## src/rtl/bfas_pkg.sv

```systemverilog
`timescale 1ns / 1ps

package bfas_pkg;

  localparam int COL_W       = 8;
  localparam int ROW_W       = 6;
  localparam int CHAN_W      = 8;
  localparam int PIX_W       = 32;
  localparam int COL_COUNT   = 256;
  localparam int ROW_COUNT   = 64;
  localparam int QUEUE_DEPTH = 4;
  localparam int QPTR_W      = 2;
  localparam int CFG_IDX_W   = 3;
  localparam int CFG_DATA_W  = 9;

  localparam logic [CFG_IDX_W-1:0] REG_SOURCE_WIDTH  = 3'd0;
  localparam logic [CFG_IDX_W-1:0] REG_SOURCE_HEIGHT = 3'd1;
  localparam logic [CFG_IDX_W-1:0] REG_DEST_WIDTH    = 3'd2;
  localparam logic [CFG_IDX_W-1:0] REG_DEST_HEIGHT   = 3'd3;
  localparam logic [CFG_IDX_W-1:0] REG_HORIZ_ALIGN   = 3'd4;
  localparam logic [CFG_IDX_W-1:0] REG_VERT_ALIGN    = 3'd5;
  localparam logic [CFG_IDX_W-1:0] REG_FILL_FRACTION = 3'd6;

  localparam logic [1:0] ALIGN_CENTER = 2'd1;
  localparam logic [1:0] ALIGN_END    = 2'd2;

  localparam logic CMD_LOAD  = 1'b0;
  localparam logic CMD_QUERY = 1'b1;

  typedef struct packed {
    logic [8:0] ox;
    logic [6:0] oy;
    logic [8:0] out_w;
    logic [6:0] out_h;
  } geom_t;

  typedef struct packed {
    logic             is_query;
    logic             covered;
    logic [COL_W-1:0] col;
    logic [ROW_W-1:0] row;
    logic [PIX_W-1:0] rgba;
  } item_t;

endpackage

```

## src/rtl/bfas_front.sv

```systemverilog
`timescale 1ns / 1ps

module bfas_front import bfas_pkg::*; #(
  parameter int MAX_SOURCE_WIDTH  = 256,
  parameter int MAX_SOURCE_HEIGHT = 64
) (
  input  logic              clk,
  input  logic              rst,
  input  logic              busy,
  input  geom_t             geom,
  input  logic              in_valid,
  output logic              in_stall,
  input  logic              cmd,
  input  logic [COL_W-1:0]  pixel_col,
  input  logic [ROW_W-1:0]  pixel_row,
  input  logic [CHAN_W-1:0] in_red,
  input  logic [CHAN_W-1:0] in_green,
  input  logic [CHAN_W-1:0] in_blue,
  input  logic [CHAN_W-1:0] in_alpha,
  output logic              q_valid,
  output item_t             q_item,
  input  logic              q_pop
);

  item_t             slots [QUEUE_DEPTH];
  logic [QPTR_W-1:0] wr_ptr, rd_ptr;
  logic [QPTR_W:0]   count;
  item_t             item;
  logic              in_range, push;

  always_comb begin
    item.is_query = cmd == CMD_QUERY;
    item.covered  = (10'(pixel_col) >= 10'(geom.ox)) &&
                    (10'(pixel_col) < 10'(geom.ox) + 10'(geom.out_w)) &&
                    (8'(pixel_row) >= 8'(geom.oy)) &&
                    (8'(pixel_row) < 8'(geom.oy) + 8'(geom.out_h));
    item.col      = (cmd == CMD_QUERY) ? pixel_col - geom.ox[COL_W-1:0] : pixel_col;
    item.row      = (cmd == CMD_QUERY) ? pixel_row - geom.oy[ROW_W-1:0] : pixel_row;
    item.rgba     = {in_alpha, in_blue, in_green, in_red};
    in_range      = (32'(pixel_col) < MAX_SOURCE_WIDTH) && (32'(pixel_row) < MAX_SOURCE_HEIGHT);
  end

  assign in_stall = busy || (count == (QPTR_W+1)'(QUEUE_DEPTH));
  assign push     = in_valid && !in_stall && (item.is_query || in_range);
  assign q_valid  = count != '0;
  assign q_item   = slots[rd_ptr];

  always_ff @(posedge clk) begin
    if (push) slots[wr_ptr] <= item;
  end

  always_ff @(posedge clk) begin
    if (rst) begin
      wr_ptr <= '0;
      rd_ptr <= '0;
      count  <= '0;
    end else begin
      if (push) wr_ptr <= wr_ptr + 1'b1;
      if (q_pop) rd_ptr <= rd_ptr + 1'b1;
      count <= count + (QPTR_W+1)'(push) - (QPTR_W+1)'(q_pop);
    end
  end

endmodule

```

## config.mk

```make
export PLATFORM = sky130hd
export DESIGN_NAME = bfas_front
export DESIGN_NICKNAME = d
export VERILOG_FILES = /design/src/rtl/bfas_pkg.sv /design/src/rtl/bfas_front.sv
export SDC_FILE = /design/constraint.sdc
export NUM_CORES = 1
export LEC_CHECK = 0
export BUFFER_PORTS_ARGS = -buffer_cell sky130_fd_sc_hd__buf_2
export CAP_MARGIN = 0
export CELL_PAD_IN_SITES_DETAIL_PLACEMENT = 0
export CELL_PAD_IN_SITES_GLOBAL_PLACEMENT = 2
export CORE_ASPECT_RATIO = 1.4
export CORE_MARGIN = 5
export CORE_UTILIZATION = 42
export DETAILED_ROUTE_END_ITERATION = 8
export GPL_TIMING_DRIVEN = 0
export PLACE_DENSITY = 0.84
export SLEW_MARGIN = 5
export SYNTH_ARGS = -nofsm -noshare
export SYNTH_HDL_FRONTEND = slang
export SYNTH_SLANG_ARGS = --single-unit
```

## constraint.sdc

```tcl
create_clock -name clk -period 3.8 [get_ports clk]
set_input_delay 0.57 -clock clk [delete_from_list [all_inputs] [get_ports clk]]
set_output_delay 0.57 -clock clk [all_outputs]
set_load 0.03 [all_outputs]
```

== Word-level counts from Yosys, hierarchy flattened ==
Memory sizes are Yosys's and may differ from the RTL's. A register that Yosys moved wholly into a read port is not among the register bits.
Index checks and enable logic that the tools add are counted.

* Add/sub/neg operators: 8
* Order comparisons: 4
* Equality and inequality tests: 1
* Mux-type cells: 6
* Reductions and logical operators: 7

{| class="wikitable"
|+ Operator list
! kind !! count
|-
| $add A9 B9 Y10 || 1
|-
| $lt A8 B10 Y1 || 1
|-
| $ge A8 B9 Y1 || 1
|-
| $add A7 B7 Y8 || 1
|-
| $lt A6 B8 Y1 || 1
|-
| $mux W8 || 1
|-
| $sub A8 B8 Y8 || 1
|-
| $ge A6 B7 Y1 || 1
|-
| $mux W6 || 1
|-
| $sub A6 B6 Y6 || 1
|-
| $add A2 B1 Y2 const B || 2
|-
| $logic_and A1 B1 Y1 || 4
|-
| $mux W2 || 2
|-
| $add A3 B1 Y3 || 1
|-
| $eq A3 B3 Y1 const B || 1
|-
| $reduce_bool A3 Y1 || 1
|-
| $sub A3 B1 Y3 || 1
|-
| $mux W1 || 2
|-
| $logic_not A1 Y1 || 1
|-
| $logic_or A1 B1 Y1 || 1
|}

* Register bits after elaboration: 7
* Bits in writable memories: 192
* Bits of input ports: 84
* Output and inout bits: 50
* Word-level logic and storage cells: 30
* Memories kept: 1

{| class="wikitable"
|+ Memory list
! memory !! words !! width !! rd ports !! clocked after memory_dff !! wr ports !! line !! text
|-
| slots || 4 || 48 || 1 || 1 || 1 || bfas_front.sv:25 || <nowiki>item_t slots [QUEUE_DEPTH];</nowiki>
|}

== Logic depth before layout (Yosys ltp) ==
* Word-level depth: 6
* Mapped depth: 13
* Mapped depth without buffers: 13

== Worst setup path after synthesis ==
Ideal clock, no wire load.

* Path kind: input-to-reg
* Start point: input geom[0] (netlist name)
* End point: memory slots[0][46] (netlist name), data pin
* Setup time: 0.185 ns
* Arrival time: 2.641 ns
* Required time: 3.615 ns
* Path slack: 0.973 ns
* Stages: 12
* Buffers on the path: 0
* Path through: ha_1 fa_1 a21o_1 a21oi_2 xor2_1 ha_1 a21o_1 a21oi_1 o21ai_0 nand4_1 o211ai_1 a211oi_2

{| class="wikitable"
|+ RTL lines
! item !! line !! text
|-
| start: declaration || bfas_front.sv:10 || <nowiki>input geom_t geom,</nowiki>
|-
| end: declaration || bfas_front.sv:25 ||
|}

==> results.cfg <==
[setup_path]
worstSetupPathType = reg -> out
worstPathRequired_ns = 3.23
arrival_ns = 2.38
r2r-start = count[1]
worstRegToRegCells = 12
r2r-end = count[2]
critPathCaptureType = output port
reg2reg_slack_ns = 1.30
critPathLaunchType = flip-flop
cp_max_fo = 10

[placement]
place_hpwl_um = 13100
gp_congestion = 0.799
pre_cts_ws_ns = 0.546
io_buffers = 132

[pwr]
power_density_nw_per_um2 = 504
p_leak_uw = 0.00389
vdd_drop_max_mv = 0.242

[logic_synthesis]
synth_fp_nets = 648
netlist_area_um2 = 8990
synth_most_common_cell = edfxtp_1
avgSynthCellArea_um2 = 17.6
synth_top_cell_area_share_pct = 64.2
synth_warnings = 0
synthCells = 511
ys_types = 48
synth_enable_flop_cells = 192
synth-seq-cells = 201
ys_seq_area_share_pct = 66.2
synth_area_leader_cell = edfxtp_1
ys.flop_type = edfxtp_1
ys_async_sr_fraction_pct = 0
synth_top_cells_by_count = edfxtp_1, ha_1, mux4_2
synth.area.top_cells = edfxtp_1, mux4_2, ha_1, dfxtp_1, inv_1

[sta]
fin_skew_ns = 0.0116
post-route-period-util_pct = 77.6
rsz0062_at_grt = false
finalSetupViolCount = 0
fin_setup_tns_ns = 0
hold_viol_final = 0
slew_headroom_pct = 47.6
tightest_slew_ns = 0.777
slew_viol_final = 0
fin_crit_ns = 2.95
max_freq_mhz = 339
fin_ws_ns = 0.852

[drt]
drt-initial-drc-count = 182
drcViolationCount = 0
dr.pass1.iters = 4
wl_um = 17700
num_vias = 4938
ant_nets = 0
wl_per_cell_um = 18.9
viasPerCell = 5.28

[hold_path]
hp-class = in -> reg
min_path_cells = 1
min_to = slots[2][2]
min_from = in_red[2]

[clock_tree]
clock_latency_ns = 0.47
cts_buffers = 18
htreeDepth = 1
cts.sinks = 201
path_clk_slew_ns = 0.06
cts-resized-gates = 0
cts_tree = built
cts_buffer_depth = 3
cts_hold_buf = 0
postCtsSetupBuffers = 0
cts_root_buffer = clkbuf_16

[floorplanning]
dieArea_um2 = 24500
die_w_um = 134
rows = 63
top_level_ports = 134
core_um2 = 21100
initial_utilization_pct = 42.5
die_h_um = 183

[final_layout]
multiInputGateArea_um2 = 2860
diodes = 0
fin_nets = 804
area_growth_pct = 18.6
drive_gt1_share_pct = 34.3
finish.utilization_pct = 50.5
fill_cells = 1780
regArea_um2 = 5950

[global_routing]
grt_pass1_wl_um = 28200
overflow = 0
grt_pass1_vias = 5454
grt_max_degree = 30
track_usage_pct = 14.5
antenna_found_initial = 0

[run]
cap_viol_max_count = 0

[run_status]
status = completed
==> metrics by stage <==
step / std cells / total power (µW) / cell area (µm²) / hold slack [ns]
finish: 936 / 5370 / 10700 / 0.310
global route: 936 / 5610 / 10700 / 0.295
CTS: 936 / 5450 / 10700 / 0.290
detailed placement: 907 / 3610 / 10100 / 0.526
global placement: 903 / 3570 / 9970 / 0.509
floorplan: 511 / 3300 / 8990 / 0.485
==> area by class of cell <==
| type | count | area share (%) |
|---|---|---|
| Timing Repair Buffer | 136 | 6.95 |
| Sequential cell | 201 | 55.8 |
| Clock inverter | 9 | 1.14 |
| Inverter | 32 | 1.13 |
| Tap cell | 260 | 3.05 |
| Multi-Input combinational cell | 265 | 26.9 |
| Buffer | 13 | 0.587 |
| Clock buffer | 20 | 4.50 |
==> worst max-delay path, cell delays in order, from the launching register on <==
cell      delay (ns)
dfxtp_1         0.39
clkbuf_1        0.54
buf_2           0.40
mux4_2          0.37
buf_2           0.20
==> report_power, final <==
part | switching (µW) | internal [µW]
Sequential | 33.1 | 2550
Combinational | 575 | 378
Clock | 730 | 1110
==> cells in the final DEF, fill, tap and decap left out, types with 7 or more instances in the layout <==
cell | netlist | routed
xor2_1 | 8 | 8
o21ai_0 | 14 | 14
dfxtp_1 | 9 | 9
nand2_1 | 15 | 15
edfxtp_1 | 192 | 192
mux4_2 | 48 | 48
xnor2_1 | 13 | 13
ha_1 | 48 | 48
inv_1 | 32 | 32
clkbuf_1 | 6 | 7
buf_2 | 5 | 137
a21oi_1 | 18 | 18
clkbuf_16 | 0 | 19
nor2_1 | 18 | 18
==> worst max path at each step <==
stage / startpoint / to / slack [ns] / cells after the start
5_1_grt: flip-flop / q_item[43] / 0.71 / 4
3_3_place_gp: busy / slots[1][32] / 0.28 / 3
6_report: flip-flop / q_item[43] / 0.85 / 4
2_1_floorplan: geom[0] / slots[0][46] / 0.97 / 12
3_5_place_dp: geom[0] / slots[1][46] / 0.55 / 13
4_1_cts: flip-flop / q_item[43] / 0.73 / 4
==> flip-flops by register name, indices dropped and copies added (netlist names), named ones only <==
name and cells:
slots 192, count 3, rd_ptr 2, wr_ptr 2
==> per-layer routing <==
| metal | vias up | part of all wire, % | global-route usage (%) |
|---|---|---|---|
| met2 | 133 | 55 | 27.9 |
| met5 | - | 0 | 0 |
| li1 | 2334 | - | - |
| met4 | 0 | 1.8 | 3.54 |
| met3 | 23 | 5.9 | 2.94 |
| met1 | 2448 | 38 | 16.3 |
==> cells by family after synthesis <==
logic type	Yosys count	synth area share [%]
flops	201	66.2
simple gates	69	3.98
compound gates	66	4.98
mux	56	13.0
fa+ha+maj	53	7.80
buf+inv	45	2.03
xor+xnor	21	2.05
Power figures use the tool's default switching activity.
