$ cat config.mk
export PLATFORM = sky130hd
export DESIGN_NAME = bfas_setup
export DESIGN_NICKNAME = d
export VERILOG_FILES = /design/src/rtl/bfas_pkg.sv /design/src/rtl/bfas_div.sv /design/src/rtl/bfas_setup.sv
export SDC_FILE = /design/constraint.sdc
export NUM_CORES = 1
export LEC_CHECK = 0
export ABC_CLOCK_PERIOD_IN_PS = 14950
export BUFFER_PORTS_ARGS = -buffer_cell sky130_fd_sc_hd__buf_2
export CAP_MARGIN = 20
export CORE_MARGIN = 1.5
export CORE_UTILIZATION = 44
export CTS_BUF_LIST = sky130_fd_sc_hd__clkbuf_2
export DETAILED_ROUTE_END_ITERATION = 8
export PLACE_DENSITY = 0.69
export SLEW_MARGIN = 15
export SYNTH_ARGS = -nofsm -noshare
export SYNTH_HDL_FRONTEND = slang
export SYNTH_SLANG_ARGS = --single-unit
export TNS_END_PERCENT = 1
$ cat constraint.sdc
create_clock -name clk -period 14.95 [get_ports clk]
set_input_delay 2.2425 -clock clk [delete_from_list [all_inputs] [get_ports clk]]
set_output_delay 2.2425 -clock clk [all_outputs]
set_load 0.1 [all_outputs]
$ cat src/rtl/bfas_pkg.sv
`timescale 1ns / 1ps

package bfas_pkg;

  localparam int COL_W       = 8;
  localparam int ROW_W       = 6;
  localparam int CHAN_W      = 8;
  localparam int PIX_W       = 32;
  localparam int COL_COUNT   = 256;
  localparam int ROW_COUNT   = 64;
  localparam int QUEUE_DEPTH = 4;
  localparam int QPTR_W      = 2;
  localparam int CFG_IDX_W   = 3;
  localparam int CFG_DATA_W  = 9;

  localparam logic [CFG_IDX_W-1:0] REG_SOURCE_WIDTH  = 3'd0;
  localparam logic [CFG_IDX_W-1:0] REG_SOURCE_HEIGHT = 3'd1;
  localparam logic [CFG_IDX_W-1:0] REG_DEST_WIDTH    = 3'd2;
  localparam logic [CFG_IDX_W-1:0] REG_DEST_HEIGHT   = 3'd3;
  localparam logic [CFG_IDX_W-1:0] REG_HORIZ_ALIGN   = 3'd4;
  localparam logic [CFG_IDX_W-1:0] REG_VERT_ALIGN    = 3'd5;
  localparam logic [CFG_IDX_W-1:0] REG_FILL_FRACTION = 3'd6;

  localparam logic [1:0] ALIGN_CENTER = 2'd1;
  localparam logic [1:0] ALIGN_END    = 2'd2;

  localparam logic CMD_LOAD  = 1'b0;
  localparam logic CMD_QUERY = 1'b1;

  typedef struct packed {
    logic [8:0] ox;
    logic [6:0] oy;
    logic [8:0] out_w;
    logic [6:0] out_h;
  } geom_t;

  typedef struct packed {
    logic             is_query;
    logic             covered;
    logic [COL_W-1:0] col;
    logic [ROW_W-1:0] row;
    logic [PIX_W-1:0] rgba;
  } item_t;

endpackage

$ cat src/rtl/bfas_div.sv
`timescale 1ns / 1ps

module bfas_div import bfas_pkg::*; #(
  parameter int NW = 16,
  parameter int DW = 10
) (
  input  logic          clk,
  input  logic          rst,
  input  logic          start,
  input  logic [NW-1:0] num,
  input  logic [DW-1:0] den,
  output logic          done,
  output logic [NW-1:0] quo,
  output logic [DW-1:0] rem
);

  localparam int CW = $clog2(NW + 1);

  logic [DW-1:0] den_r;
  logic [CW-1:0] cnt;
  logic          run;
  logic [DW:0]   shifted;
  logic [DW:0]   diff;
  logic          ge;

  assign shifted = {rem, quo[NW-1]};
  assign diff    = shifted - {1'b0, den_r};
  assign ge      = shifted >= {1'b0, den_r};

  always_ff @(posedge clk) begin
    if (rst) begin
      run  <= 1'b0;
      done <= 1'b0;
      cnt  <= '0;
    end else begin
      done <= 1'b0;
      if (start) begin
        quo   <= num;
        rem   <= '0;
        den_r <= den;
        cnt   <= '0;
        run   <= 1'b1;
      end else if (run) begin
        quo <= {quo[NW-2:0], ge};
        rem <= ge ? diff[DW-1:0] : shifted[DW-1:0];
        cnt <= cnt + 1'b1;
        if (cnt == CW'(NW - 1)) begin
          run  <= 1'b0;
          done <= 1'b1;
        end
      end
    end
  end

endmodule

$ cat src/rtl/bfas_setup.sv
`timescale 1ns / 1ps

module bfas_setup import bfas_pkg::*; #(
  parameter int MAX_SOURCE_WIDTH  = 256,
  parameter int MAX_SOURCE_HEIGHT = 64,
  parameter int FRACTION_BITS     = 8,
  localparam int XW = $clog2(MAX_SOURCE_WIDTH),
  localparam int YW = $clog2(MAX_SOURCE_HEIGHT)
) (
  input  logic                  clk,
  input  logic                  rst,
  input  logic                  cfg_we,
  input  logic [CFG_IDX_W-1:0]  cfg_index,
  input  logic [CFG_DATA_W-1:0] cfg_data,
  output logic                  busy,
  output geom_t                 geom,
  output logic                  tab_we_x,
  output logic                  tab_we_y,
  output logic [COL_W-1:0]      tab_idx,
  output logic [XW+FRACTION_BITS:0] tab_x_data,
  output logic [YW+FRACTION_BITS:0] tab_y_data
);

  localparam int F  = FRACTION_BITS;
  localparam int NW = 9 + F;
  localparam int QW = 18 + F;
  localparam int PW = F + 10;
  localparam logic [8:0] MAXW9 = (MAX_SOURCE_WIDTH > 511) ? 9'd511 : 9'(MAX_SOURCE_WIDTH);
  localparam logic [6:0] MAXH7 = (MAX_SOURCE_HEIGHT > 127) ? 7'd127 : 7'(MAX_SOURCE_HEIGHT);
  localparam logic [F:0]    ONE    = {1'b1, {F{1'b0}}};
  localparam logic [QW-1:0] HALF_Q = QW'(1) << (F - 1);
  localparam logic [PW-1:0] HALF_P = PW'(1) << (F - 1);

  typedef enum logic [10:0] {
    ST_IDLE  = 11'b00000000001,
    ST_DIVW  = 11'b00000000010,
    ST_DIVH  = 11'b00000000100,
    ST_SCALE = 11'b00000001000,
    ST_SIZE  = 11'b00000010000,
    ST_PLACE = 11'b00000100000,
    ST_OFFS  = 11'b00001000000,
    ST_DIVX  = 11'b00010000000,
    ST_FILLX = 11'b00100000000,
    ST_DIVY  = 11'b01000000000,
    ST_FILLY = 11'b10000000000
  } setup_state_t;

  setup_state_t state;
  logic         kick;

  logic [8:0] src_w_reg, dst_w_reg, fill_reg;
  logic [6:0] src_h_reg, dst_h_reg;
  logic [1:0] h_align, v_align;

  logic [8:0] sw, dw, fill;
  logic [6:0] sh, dh;

  logic [NW-1:0] div_num, div_quo;
  logic [9:0]    div_den, div_rem;
  logic          div_done;

  logic [F:0]    scale_w, scale_h, smin, scale_sat, t;
  logic [PW-1:0] prod_s, prod_w, prod_h, t_sum, rw_sum, rh_sum;
  logic [9:0]    rw, rh;

  logic [QW-1:0] q, sq, c, top, sx, x0f;
  logic [9:0]    r, sr, dd_r, dd;
  logic [10:0]   r2, rs;
  logic          ge2, gef, flag;
  logic [8:0]    p, lim, s_ax;

  always_comb begin
    sw = src_w_reg;
    if (src_w_reg == 9'd0) sw = 9'd1;
    else if (src_w_reg > MAXW9) sw = MAXW9;
    sh = src_h_reg;
    if (src_h_reg == 7'd0) sh = 7'd1;
    else if (src_h_reg > MAXH7) sh = MAXH7;
    dw   = (dst_w_reg == 9'd0) ? 9'd1 : dst_w_reg;
    dh   = (dst_h_reg == 7'd0) ? 7'd1 : dst_h_reg;
    fill = (fill_reg > 9'd256) ? 9'd256 : fill_reg;
  end

  always_comb begin
    case (state)
      ST_DIVH: begin
        div_num = NW'({dh, {F{1'b0}}});
        div_den = 10'(sh);
      end
      ST_DIVX: begin
        div_num = {sw, {F{1'b0}}};
        div_den = {geom.out_w, 1'b0};
      end
      ST_DIVY: begin
        div_num = NW'({sh, {F{1'b0}}});
        div_den = 10'({geom.out_h, 1'b0});
      end
      default: begin
        div_num = {dw, {F{1'b0}}};
        div_den = 10'(sw);
      end
    endcase
  end

  bfas_div #(.NW(NW), .DW(10)) u_div (
    .clk   (clk),
    .rst   (rst),
    .start (kick),
    .num   (div_num),
    .den   (div_den),
    .done  (div_done),
    .quo   (div_quo),
    .rem   (div_rem)
  );

  always_comb begin
    scale_sat = (div_quo > NW'(ONE)) ? ONE : div_quo[F:0];
    smin      = (scale_w < scale_h) ? scale_w : scale_h;
    t_sum     = prod_s + PW'(128);
    t         = t_sum[F+8:8];
    rw_sum    = prod_w + HALF_P;
    rh_sum    = prod_h + HALF_P;
    rw        = rw_sum[F+9:F];
    rh        = rh_sum[F+9:F];
    dd        = (state == ST_DIVY) ? 10'({geom.out_h, 1'b0}) : {geom.out_w, 1'b0};
    r2        = {div_rem, 1'b0};
    ge2       = r2 >= {1'b0, dd};
    rs        = 11'(r) + 11'(sr);
    gef       = rs >= 11'(dd_r);
    s_ax      = (state == ST_FILLY) ? 9'(sh) : sw;
    c         = (q < HALF_Q) ? '0 : q - HALF_Q;
    top       = (QW'(s_ax) - QW'(1)) << F;
    sx        = (c > top) ? top : c;
    x0f       = sx >> F;
    flag      = (x0f + QW'(1)) >= QW'(s_ax);
    if (state == ST_FILLY) lim = (geom.out_h > 7'd64) ? 9'd64 : 9'(geom.out_h);
    else lim = (geom.out_w > 9'd256) ? 9'd256 : geom.out_w;
  end

  assign busy       = state != ST_IDLE;
  assign tab_we_x   = state == ST_FILLX;
  assign tab_we_y   = state == ST_FILLY;
  assign tab_idx    = p[COL_W-1:0];
  assign tab_x_data = {flag, (XW+F)'(sx)};
  assign tab_y_data = {flag, (YW+F)'(sx)};

  always_ff @(posedge clk) begin
    if (rst) begin
      src_w_reg <= 9'd256;
      src_h_reg <= 7'd64;
      dst_w_reg <= 9'd256;
      dst_h_reg <= 7'd64;
      h_align   <= 2'd0;
      v_align   <= 2'd0;
      fill_reg  <= 9'd256;
      state     <= ST_DIVW;
      kick      <= 1'b1;
    end else if (cfg_we) begin
      case (cfg_index)
        REG_SOURCE_WIDTH:  src_w_reg <= cfg_data;
        REG_SOURCE_HEIGHT: src_h_reg <= cfg_data[6:0];
        REG_DEST_WIDTH:    dst_w_reg <= cfg_data;
        REG_DEST_HEIGHT:   dst_h_reg <= cfg_data[6:0];
        REG_HORIZ_ALIGN:   h_align   <= cfg_data[1:0];
        REG_VERT_ALIGN:    v_align   <= cfg_data[1:0];
        REG_FILL_FRACTION: fill_reg  <= cfg_data;
        default: ;
      endcase
      state <= ST_DIVW;
      kick  <= 1'b1;
    end else begin
      kick <= 1'b0;
      case (state)
        ST_DIVW: begin
          if (div_done && !kick) begin
            scale_w <= scale_sat;
            state   <= ST_DIVH;
            kick    <= 1'b1;
          end
        end
        ST_DIVH: begin
          if (div_done && !kick) begin
            scale_h <= scale_sat;
            state   <= ST_SCALE;
          end
        end
        ST_SCALE: begin
          prod_s <= PW'(smin) * PW'(fill);
          state  <= ST_SIZE;
        end
        ST_SIZE: begin
          prod_w <= PW'(sw) * PW'(t);
          prod_h <= PW'(sh) * PW'(t);
          state  <= ST_PLACE;
        end
        ST_PLACE: begin
          if (rw == 10'd0) geom.out_w <= 9'd1;
          else if (rw > 10'(dw)) geom.out_w <= dw;
          else geom.out_w <= rw[8:0];
          if (rh == 10'd0) geom.out_h <= 7'd1;
          else if (rh > 10'(dh)) geom.out_h <= dh;
          else geom.out_h <= rh[6:0];
          state <= ST_OFFS;
        end
        ST_OFFS: begin
          case (h_align)
            ALIGN_CENTER: geom.ox <= (dw - geom.out_w) >> 1;
            ALIGN_END:    geom.ox <= dw - geom.out_w;
            default:      geom.ox <= 9'd0;
          endcase
          case (v_align)
            ALIGN_CENTER: geom.oy <= (dh - geom.out_h) >> 1;
            ALIGN_END:    geom.oy <= dh - geom.out_h;
            default:      geom.oy <= 7'd0;
          endcase
          state <= ST_DIVX;
          kick  <= 1'b1;
        end
        ST_DIVX, ST_DIVY: begin
          if (div_done && !kick) begin
            q     <= QW'(div_quo);
            r     <= div_rem;
            sq    <= QW'({div_quo, 1'b0}) + QW'(ge2);
            sr    <= ge2 ? 10'(r2 - {1'b0, dd}) : r2[9:0];
            dd_r  <= dd;
            p     <= 9'd0;
            state <= (state == ST_DIVX) ? ST_FILLX : ST_FILLY;
          end
        end
        ST_FILLX, ST_FILLY: begin
          q <= q + sq + QW'(gef);
          r <= gef ? 10'(rs - 11'(dd_r)) : rs[9:0];
          p <= p + 9'd1;
          if (p == lim - 9'd1) begin
            if (state == ST_FILLX) begin
              state <= ST_DIVY;
              kick  <= 1'b1;
            end else begin
              state <= ST_IDLE;
            end
          end
        end
        default: state <= ST_IDLE;
      endcase
    end
  end

endmodule

# Word level (Yosys, flattened, before mapping)

Cells that the tools add are included.

Word-level logic and storage cells: 180
Input port bits: 15
Output and inout port bits: 75
Bits in registers: 293

Equal/unequal tests: 27
Reduce and logical (&&, ||, !) cells: 34
Bitwise logic cells: 3
$lt $le $gt $ge: 15
Add/subtract/negate cells: 18
$mul: 3
Mux-type cells: 49

Operator list:

| operator              | number |
|---|---|
| $mux 9                | 11 |
| $pmux 11 s8           | 1 |
| $mux 26               | 3 |
| $mux 10               | 7 |
| $mux 11               | 5 |
| $pmux 26 s2           | 1 |
| $pmux 17 s3           | 1 |
| $pmux 9 s2            | 2 |
| $mux 7                | 5 |
| $mux 17               | 2 |
| $ge 11x10->1          | 3 |
| $pmux 10 s3           | 1 |
| $sub 10x10->10        | 3 |
| $gt 9x9->1 const B    | 3 |
| $add 26x1->26         | 1 |
| $add 26x26->26        | 1 |
| $gt 26x26->1          | 1 |
| $lt 26x8->1 const B   | 1 |
| $sub 26x8->26 const B | 1 |
| $logic_not 10->1      | 2 |
| $pmux 10 s2           | 1 |
| $reduce_and 4->1      | 5 |
| $add 18x1->19         | 1 |
| $add 18x1->19 const B | 1 |
| other kinds (52)      | 86 |

# Depth between registers and ports, before layout

Gate-level depths: netlist (run 1).

Word-level depth: 9
Gate-level depth with buffers: 41
Depth with buffers taken out: 32

# Cells and area by module

From an unflattened synthesis (run 1), not the netlist that was laid out.

Cells, all modules: 2,715
Area total of the unflattened synthesis: 24,463.5 sq um

Modules (own cells, without submodules):

| module     | instances | area each (sq um) | cells each | sequential area each (sq um) |
|---|---|---|---|---|
| bfas_setup | 1         | 22,112.5          | 2,522      | 5,975.7 |
| bfas_div   | 1         | 2,351.0           | 193        | 1,251.2 |

# Worst setup path before layout (run 1)

OpenSTA, ideal clock, no wires.

Path type: reg-to-output
Start point: register state[2]
End point: output port tab_x_data[16]
Arrival time: 10.366 ns
Slack: 2.342 ns
Required time: 12.708 ns
Buffers on the path: 9
Stages on the path, launching flop included: 41
Cells stage by stage: dfxtp_1 > buf_6 > or4_4 > nor4_4 > buf_6 > buf_4 > clkbuf_1 > nor2_1 > a21oi_1 > ha_1 > buf_1 > o21ai_0 > mux2i_1 > mux2i_1 > nor2_1 > a31oi_1 > ha_1 > nand4_1 > [... 5 more ...] > clkbuf_1 > clkbuf_1 > o21ai_0 > ha_1 > nor3b_1 > nand2_1 > xnor2_1 > ha_1 > and4_1 > a31oi_1 > nand2_1 > a21o_1 > a21o_1 > a21oi_1 > o31a_1 > o32a_1 > nand4_1 > buf_4

Cells in the longest elaborated chain, start to end: 7

RTL lines:

| what                     | line              | text |
|---|---|---|
| start: declaration       | bfas_setup.sv:48  | `setup_state_t state;` |
| start signal: assignment | bfas_setup.sv:227 | `state <= (state == ST_DIVX) ? ST_FILLX : ST_FILLY;` |
| $eq 11x11->1 (*)         | bfas_setup.sv:130 | `s_ax = (state == ST_FILLY) ? 9'(sh) : sw;` |
| $mux 9 (*)               | bfas_setup.sv:130 |  |
| $sub 9x1->10 (*)         | bfas_setup.sv:132 | `top = (QW'(s_ax) - QW'(1)) << F;` |
| $gt 26x26->1             | bfas_setup.sv:133 | `sx = (c > top) ? top : c;` |
| $mux 26 (*)              | bfas_setup.sv:133 |  |
| via tab_x_data[9]        | bfas_setup.sv:20  | `output logic [XW+FRACTION_BITS:0] tab_x_data,` |
| $add 18x1->19 (*)        | bfas_setup.sv:135 | `flag = (x0f + QW'(1)) >= QW'(s_ax);` |
| $ge 19x9->1 (*)          | bfas_setup.sv:135 |  |
| end: declaration         | bfas_setup.sv:20  |  |

The timed path passes the listed nets; every way through them passes the cells marked *.

# Final worst setup path (run 1)

Start point: register src_w_reg[8]
End point: output port tab_x_data[16]

Cells in the longest elaborated chain, start to end: 9
Elaborated cells on any way between the ends: 10
Those cells by class: add/sub (2); order compare (3); mux (4); reduce/logical (1)

RTL lines:

| what                     | line              | text |
|---|---|---|
| start: declaration       | bfas_setup.sv:51  | `logic [8:0] src_w_reg, dst_w_reg, fill_reg;` |
| start signal: assignment | bfas_setup.sv:160 | `REG_SOURCE_WIDTH: src_w_reg <= cfg_data;` |
| $gt 9x9->1               | bfas_setup.sv:75  | `else if (src_w_reg > MAXW9) sw = MAXW9;` |
| $mux 9                   | bfas_setup.sv:75  |  |
| $mux 9 (*)               | bfas_setup.sv:74  | `if (src_w_reg == 9'd0) sw = 9'd1;` |
| $mux 9 (*)               | bfas_setup.sv:130 |  |
| $sub 9x1->10             | bfas_setup.sv:132 |  |
| $gt 26x26->1             | bfas_setup.sv:133 |  |
| $mux 26                  | bfas_setup.sv:133 |  |
| $add 18x1->19            | bfas_setup.sv:135 |  |
| $ge 19x9->1 (*)          | bfas_setup.sv:135 |  |

Every way passes the cells marked *; elsewhere a longest branch is shown, timed or not.

==> results of run 1 <==
==> power by group <==
group,leakage [nW],total (mW),switching (mW),internal [mW]
Sequential,2.29,0.806,0.0168,0.789
Clock,0.518,0.542,0.325,0.217
Combinational,8.40,0.199,0.134,0.0651
==> critical path: cells and delay by family (launching register included) <==
kind	cells	cell delay [ns]
xor gates and xnor gates	1	0.15
and+or+nand+nor	9	1.98
buffers and inverters	3	1.31
muxes	3	0.99
DFF	1	0.81
AOI/OAI and AO/OA	12	3.23
adders and majority gates	4	1.26
==> metal layers <==
metal	track usage [%]	vias to the layer above	wire length, µm
li1	-	9389	-
met1	30.58	9642	28590
met2	38.16	651	30940
met3	4.243	113	4196
met4	8.164	0	1855
met5	0	-	0
==> synth_stat cells, drive strengths merged (7+ instances only) <==
library cell and number:
buf 36, a21oi 135, nor3 45, nor3b 9, ha 230, a222oi 12, inv 275, o21bai 21
edfxtp 198, a31oi 17, a211o 10, mux2 17, or3 13, clkbuf 86, nand4 29, and4b 8
o21ai 94, nor2 255, nand2b 40, xor2 64, xnor2 95, a22oi 16, mux2i 55, and3 20
o21a 21, a21o 32, nand3 55, o211ai 11, dfxtp 64, nand2 319, a211oi 9, or2 15
nor2b 48, nand3b 7, and2 44, fa 138, o31ai 16, or4 9, nor4 32
==> per-stage QoR <==
stage	cell area [µm²]	setup WS, ns	hold slack, ns	std cells
after global placement	25090	3.712	0.4430	3367
after floorplan	24130	2.342	0.4318	2682
after detailed placement	25090	3.307	0.4477	3368
after CTS	25780	2.269	0.4619	3501
after global routing	25800	1.201	0.4771	3505
final	25800	2.043	0.4624	3505
==> worst max path at each step <==
stage / cells past startpoint / to
final: 32 / tab_x_data[16]
after floorplan: 40 / tab_x_data[16]
after CTS: 32 / tab_x_data[16]
after global placement: 33 / tab_y_data[14]
after global routing: 33 / tab_x_data[16]
after detailed placement: 32 / tab_x_data[16]
==> area by class of cell <==
type | instances | area share [%]
Inverter | 277 | 4.031
Antenna cell | 2 | 0.01940
Tap cell | 696 | 3.376
Timing Repair Buffer | 114 | 2.445
Clock inverter | 22 | 0.5044
Multi-Input combinational cell | 2021 | 59.46
Sequential cell | 262 | 28.02
Clock buffer | 111 | 2.154
==> cells by family (layout without fill, tap and decap cells) <==
family,after synthesis,after routing,synth area share [%]
multiplexers,72,72,3.078
flip-flops,262,262,29.98
adder cells (fa/ha/maj),368,368,23.40
XOR/XNOR,159,159,5.777
other,1,11,0.01556
buffers and inverters,399,524,6.670
AO/OA/AOI/OAI,446,446,11.92
AND/OR/NAND/NOR,967,967,19.16
==> results.md, run 1 <==
- CP required: 12.71 ns
- Slowest CP cell: a22oi_1
- Multi-input logic area: 0.01534 mm²
- CP startpoint: src_w_reg[8]$_SDFFE_PP1P_
- Synth Area per Inst: 9.014 µm²
- Post-synthesis sequential area ratio: between 20 and 30%
- Nets: 3133
- RSZ-0062 raised after global routing: false
- Antenna violation net count after detailed routing: 0
- GRT overflow: 0
- Via count: a little under 20000
- Slew Viols, Final: 0
- Crit-path max FO: 24
- Hold EP: dst_w_reg[0]$_SDFFE_PP0P_
- Ranking of synthesized cells by area: edfxtp_1, ha_1, fa_1, dfxtp_1, nand2_1
- Clk Latency, worst-skew pair: 1.03 ns
- Reg2Reg Setup Slack: 7.56 ns
- Top FF cell, synth: edfxtp_1
- Yosys top cell area share: 24.67%
- Final Hold Viols: 0
- Die width: 237.1 µm
- CP peak stage delay: 1.08 ns
- H-tree depth: 3
- Slew headroom: between 20% and 30%
- WL per Instance: 18.71 µm
- Hold buffer count at cts: 0
- Area delta synth->final: 7.018%
- Fin util: 47.75%
- Core ar.: 0.05403 mm²
- Static leakage: 11.21 nW
- Clk pin slew, worst setup/hold paths: around 0.10 ns
- Max Freq: around 77 MHz
- Mapped cell area: 0.02410 mm²
- Share of layout cells above drive strength 1: 9.939%
- Count of different cell masters after synthesis: 77
- Initial antenna violation count: 2
- Yosys warns: 0
- Hold Startpoint: dst_w_reg[0]$_SDFFE_PP0P_
- CP arrival: around 11 ns
- CTS tree: done
- First-pass GRT wire length: between 100000 and 150000 µm
- Worst VDD drop: 0.03764 mV
- Startpoint types: register
- Buffers added on ports: 89
- Total GRT Usage: 23.18%
- RePlAce Congestion: 0.9232
- Final Power: 1.547 mW
- Reg area: approximately 0.0072 mm²
- Vias in the first global route: roughly 19000
- Hold Crit Class: reg -> reg
- Max FFs per register: 32
- CTS root buffer: clkbuf_2
- FP Rows: 85
- Yosys reg bits: 262
- Drt pass-1 iters: 6
- Leading cell type in the layout, fill and taps excluded: nand2_1
- Synth area leader: edfxtp_1
- Hold path depth: 2
- Maximum clock path buffer count: 3
- R2R Path End: prod_s[16]$_DFFE_PP_
- Most used cell, CP: ha_1
- Async S/R FF share, synth: 0%
- Die Footprint: 0.05620 mm²
- Top flop regs: geom: 32 flops, q: 26 flops, sq: 18 flops
- Via density: about 5.6
- Top reg by flops: geom
- Final Cycle Share: 86.33%
- Post-DP HPWL: 51380 µm
- Cells after synthesis: 2674
- Worst Setup End Kind: output pin
- Setup bufs post-CTS: 0
- Post-synth EDFFs: 198
- Filler cell count: 5136
- Critical path class: reg -> out
- Initial Utilization: 44.62%
- # IOs: 90
- Iter 0 DRT Violations: 1567
- Reg2reg start: scale_w[2]$_DFFE_PP_
- # setup viols final: 0
- Setup TNS: 0 ns
- Slew @ Worst Pin: 1.107 ns
- Number of cells on the worst reg-to-reg path: 24
- Clock period minus worst slack: 12.91 ns
- Sink Count: 262
- Post-cts repair resize count: 0
- Largest net degree at the start of global routing: 53
- DR DRC count: 0
- Maxcap violations: 0
- Setup Skew: 0.1445 ns
- Status: completed
- Commonest non-fill, non-tap cells in the layout: nand2_1, inv_1, nor2_1
- Wirelength, routed: 65580 µm
- Die height: 237.1 µm
- TritonCTS Buffers: 74
- Power Density: 59.97 mW/mm²
Power figures use the tool's default switching activity.
==> run 2: changes to the inputs <==
==> constraint.sdc (replaced) <==
create_clock -name clk -period 14.95 [get_ports clk]
set_input_delay 2.2425 -clock clk [delete_from_list [all_inputs] [get_ports clk]]
set_output_delay 2.2425 -clock clk [all_outputs]
set_load 0.02 [all_outputs]
==> results.md, run 2 (synthesis results as in run 1) <==
- DR DRC count: 0
- Slew Viols, Final: 0
- Slew headroom: 20.45%
- TritonCTS Buffers: 75
- CP required: 12.71 ns
- Leading cell type in the layout, fill and taps excluded: nand2_1
- Total GRT Usage: 23.56%
- Setup TNS: 0 ns
- Vias in the first global route: ~20000
- Hold Crit Class: reg -> reg
- WP buf/inv: 3
- Hold Worst Slack: ~0.46 ns
- Initial Utilization: 44.62%
- Multi-input logic area: 0.01534 mm²
- Die Footprint: 0.05620 mm²
- Antenna violation net count after detailed routing: 0
- Worst VDD drop: about 0.036 mV
- Wirelength, routed: 65840 µm
- Largest net degree at the start of global routing: 53
- Via count: 19900
- Slowest CP cell: a22oi_1
- Die height: 237.1 µm
- GRT overflow: 0
- Post-cts repair resize count: 0
- Hold buffer count at cts: 0
- Via density: 5.675
- Core ar.: 0.05403 mm²
- WL per Instance: between 15 and 20 µm
- Die width: around 240 µm
- Hold path depth: 2
- Worst path top cell family by delay: compound AO/OA/AOI/OAI gates
- Most used cell, CP: ha_1
- Setup ws final: about 2.1 ns
- Filler cell count: 5133
- Sink Count: 262
- Initial antenna violation count: 2
- Status: completed
- Maximum clock path buffer count: 3
- CTS root buffer: clkbuf_2
- Reg area: ~0.0072 mm²
- Maxcap violations: 0
- CP peak stage delay: 1.12 ns
- RSZ-0062 raised after global routing: false
- Share of layout cells above drive strength 1: 10.08%
- Pre-CTS setup slack: 3.483 ns
- H-tree depth: 3
- Setup bufs post-CTS: 0
- Critical path class: reg -> out
- Top reg by flops: geom
- First-pass GRT wire length: 104700 µm
- Area delta synth->final: 7.246%
- Top flop regs: geom: 32 flops, q: 26 flops, sq: 18 flops
- Nets: 3133
- Final Power: 1.559 mW
- Worst Setup End Kind: output pin
- Slew @ Worst Pin: around 1.2 ns
- FP Rows: 85
- Max FFs per register: 32
- CTS tree: done
- Startpoint types: register
- # IOs: 90
- Clock period minus worst slack: 12.87 ns
- Critical path depth: 32
- RePlAce Congestion: slightly above 0.9
- # setup viols final: 0
- CP arrival: 10.63 ns
- Final Hold Viols: 0
- Post-DP HPWL: between 50000 and 60000 µm
- Commonest non-fill, non-tap cells in the layout: nand2_1, inv_1, nor2_1
- Clk Latency, worst-skew pair: approximately 0.99 ns
- Static leakage: 11.25 nW
- Crit-path max FO: 24
- Final Cycle Share: 86.08%
- Power Density: 60.30 mW/mm²
- Buffers added on ports: just under 90
- Drt pass-1 iters: 6
- Max Freq: 77.71 MHz
- Setup Skew: 0.1226 ns
- Number of cells on the worst reg-to-reg path: 24
- Iter 0 DRT Violations: 1582
- Clk pin slew, worst setup/hold paths: roughly 0.1 ns
## run 2: worst paths after layout
kind                             start                        end  slack (ns)
min          dst_w_reg[0]$_SDFFE_PP0P_  dst_w_reg[0]$_SDFFE_PP0P_        0.46
max reg2reg       scale_w[8]$_DFFE_PP_       prod_s[16]$_DFFE_PP_        7.50
min reg2reg  dst_w_reg[0]$_SDFFE_PP0P_  dst_w_reg[0]$_SDFFE_PP0P_        0.46
max          src_w_reg[8]$_SDFFE_PP1P_             tab_x_data[16]        2.08
## run 2: layout make-up
| cell class | instances | area share (%) |
|---|---|---|
| Inverter | 277 | 4.022 |
| Tap cell | 696 | 3.369 |
| Clock buffer | 114 | 2.207 |
| Sequential cell | 262 | 27.96 |
| Clock inverter | 20 | 0.6534 |
| Antenna cell | 3 | 0.02904 |
| Timing Repair Buffer | 113 | 2.435 |
| Multi-Input combinational cell | 2021 | 59.33 |
## run 2: worst register-to-register path: cells and delay by family (launching register included)
| family | cells | cell delay (ns) |
|---|---|---|
| mux | 1 | 0.30 |
| simple gates | 4 | 0.44 |
| fa+ha+maj | 6 | 2.43 |
| flops | 1 | 0.42 |
| xor+xnor | 1 | 0.13 |
| compound gates | 8 | 3.04 |
| buf+inv | 4 | 0.33 |
## run 2: metal layers
metal	GRT usage (%)	wire length, µm	vias to the layer above	part of all wire, %
met2	38.57	30820	682	47
met4	8.589	1921	0	2.9
li1	-	-	9369	-
met5	0	0	-	0
met1	31.23	28580	9721	43
met3	4.162	4518	126	6.9
## run 2: per-stage QoR
stage          cells  cell area, µm²  util, %
2_1_floorplan   2682           24130        -
3_3_place_gp    3367           25090    46.43
3_5_place_dp    3368           25100    46.45
4_1_cts         3502           25840    47.82
5_1_grt         3506           25850    47.85
6_report        3506           25850    47.85
## run 2: power breakdown
part,switching (mW),internal [mW]
combinational,0.101,0.0649
clock,0.332,0.255
sequential,0.0167,0.789
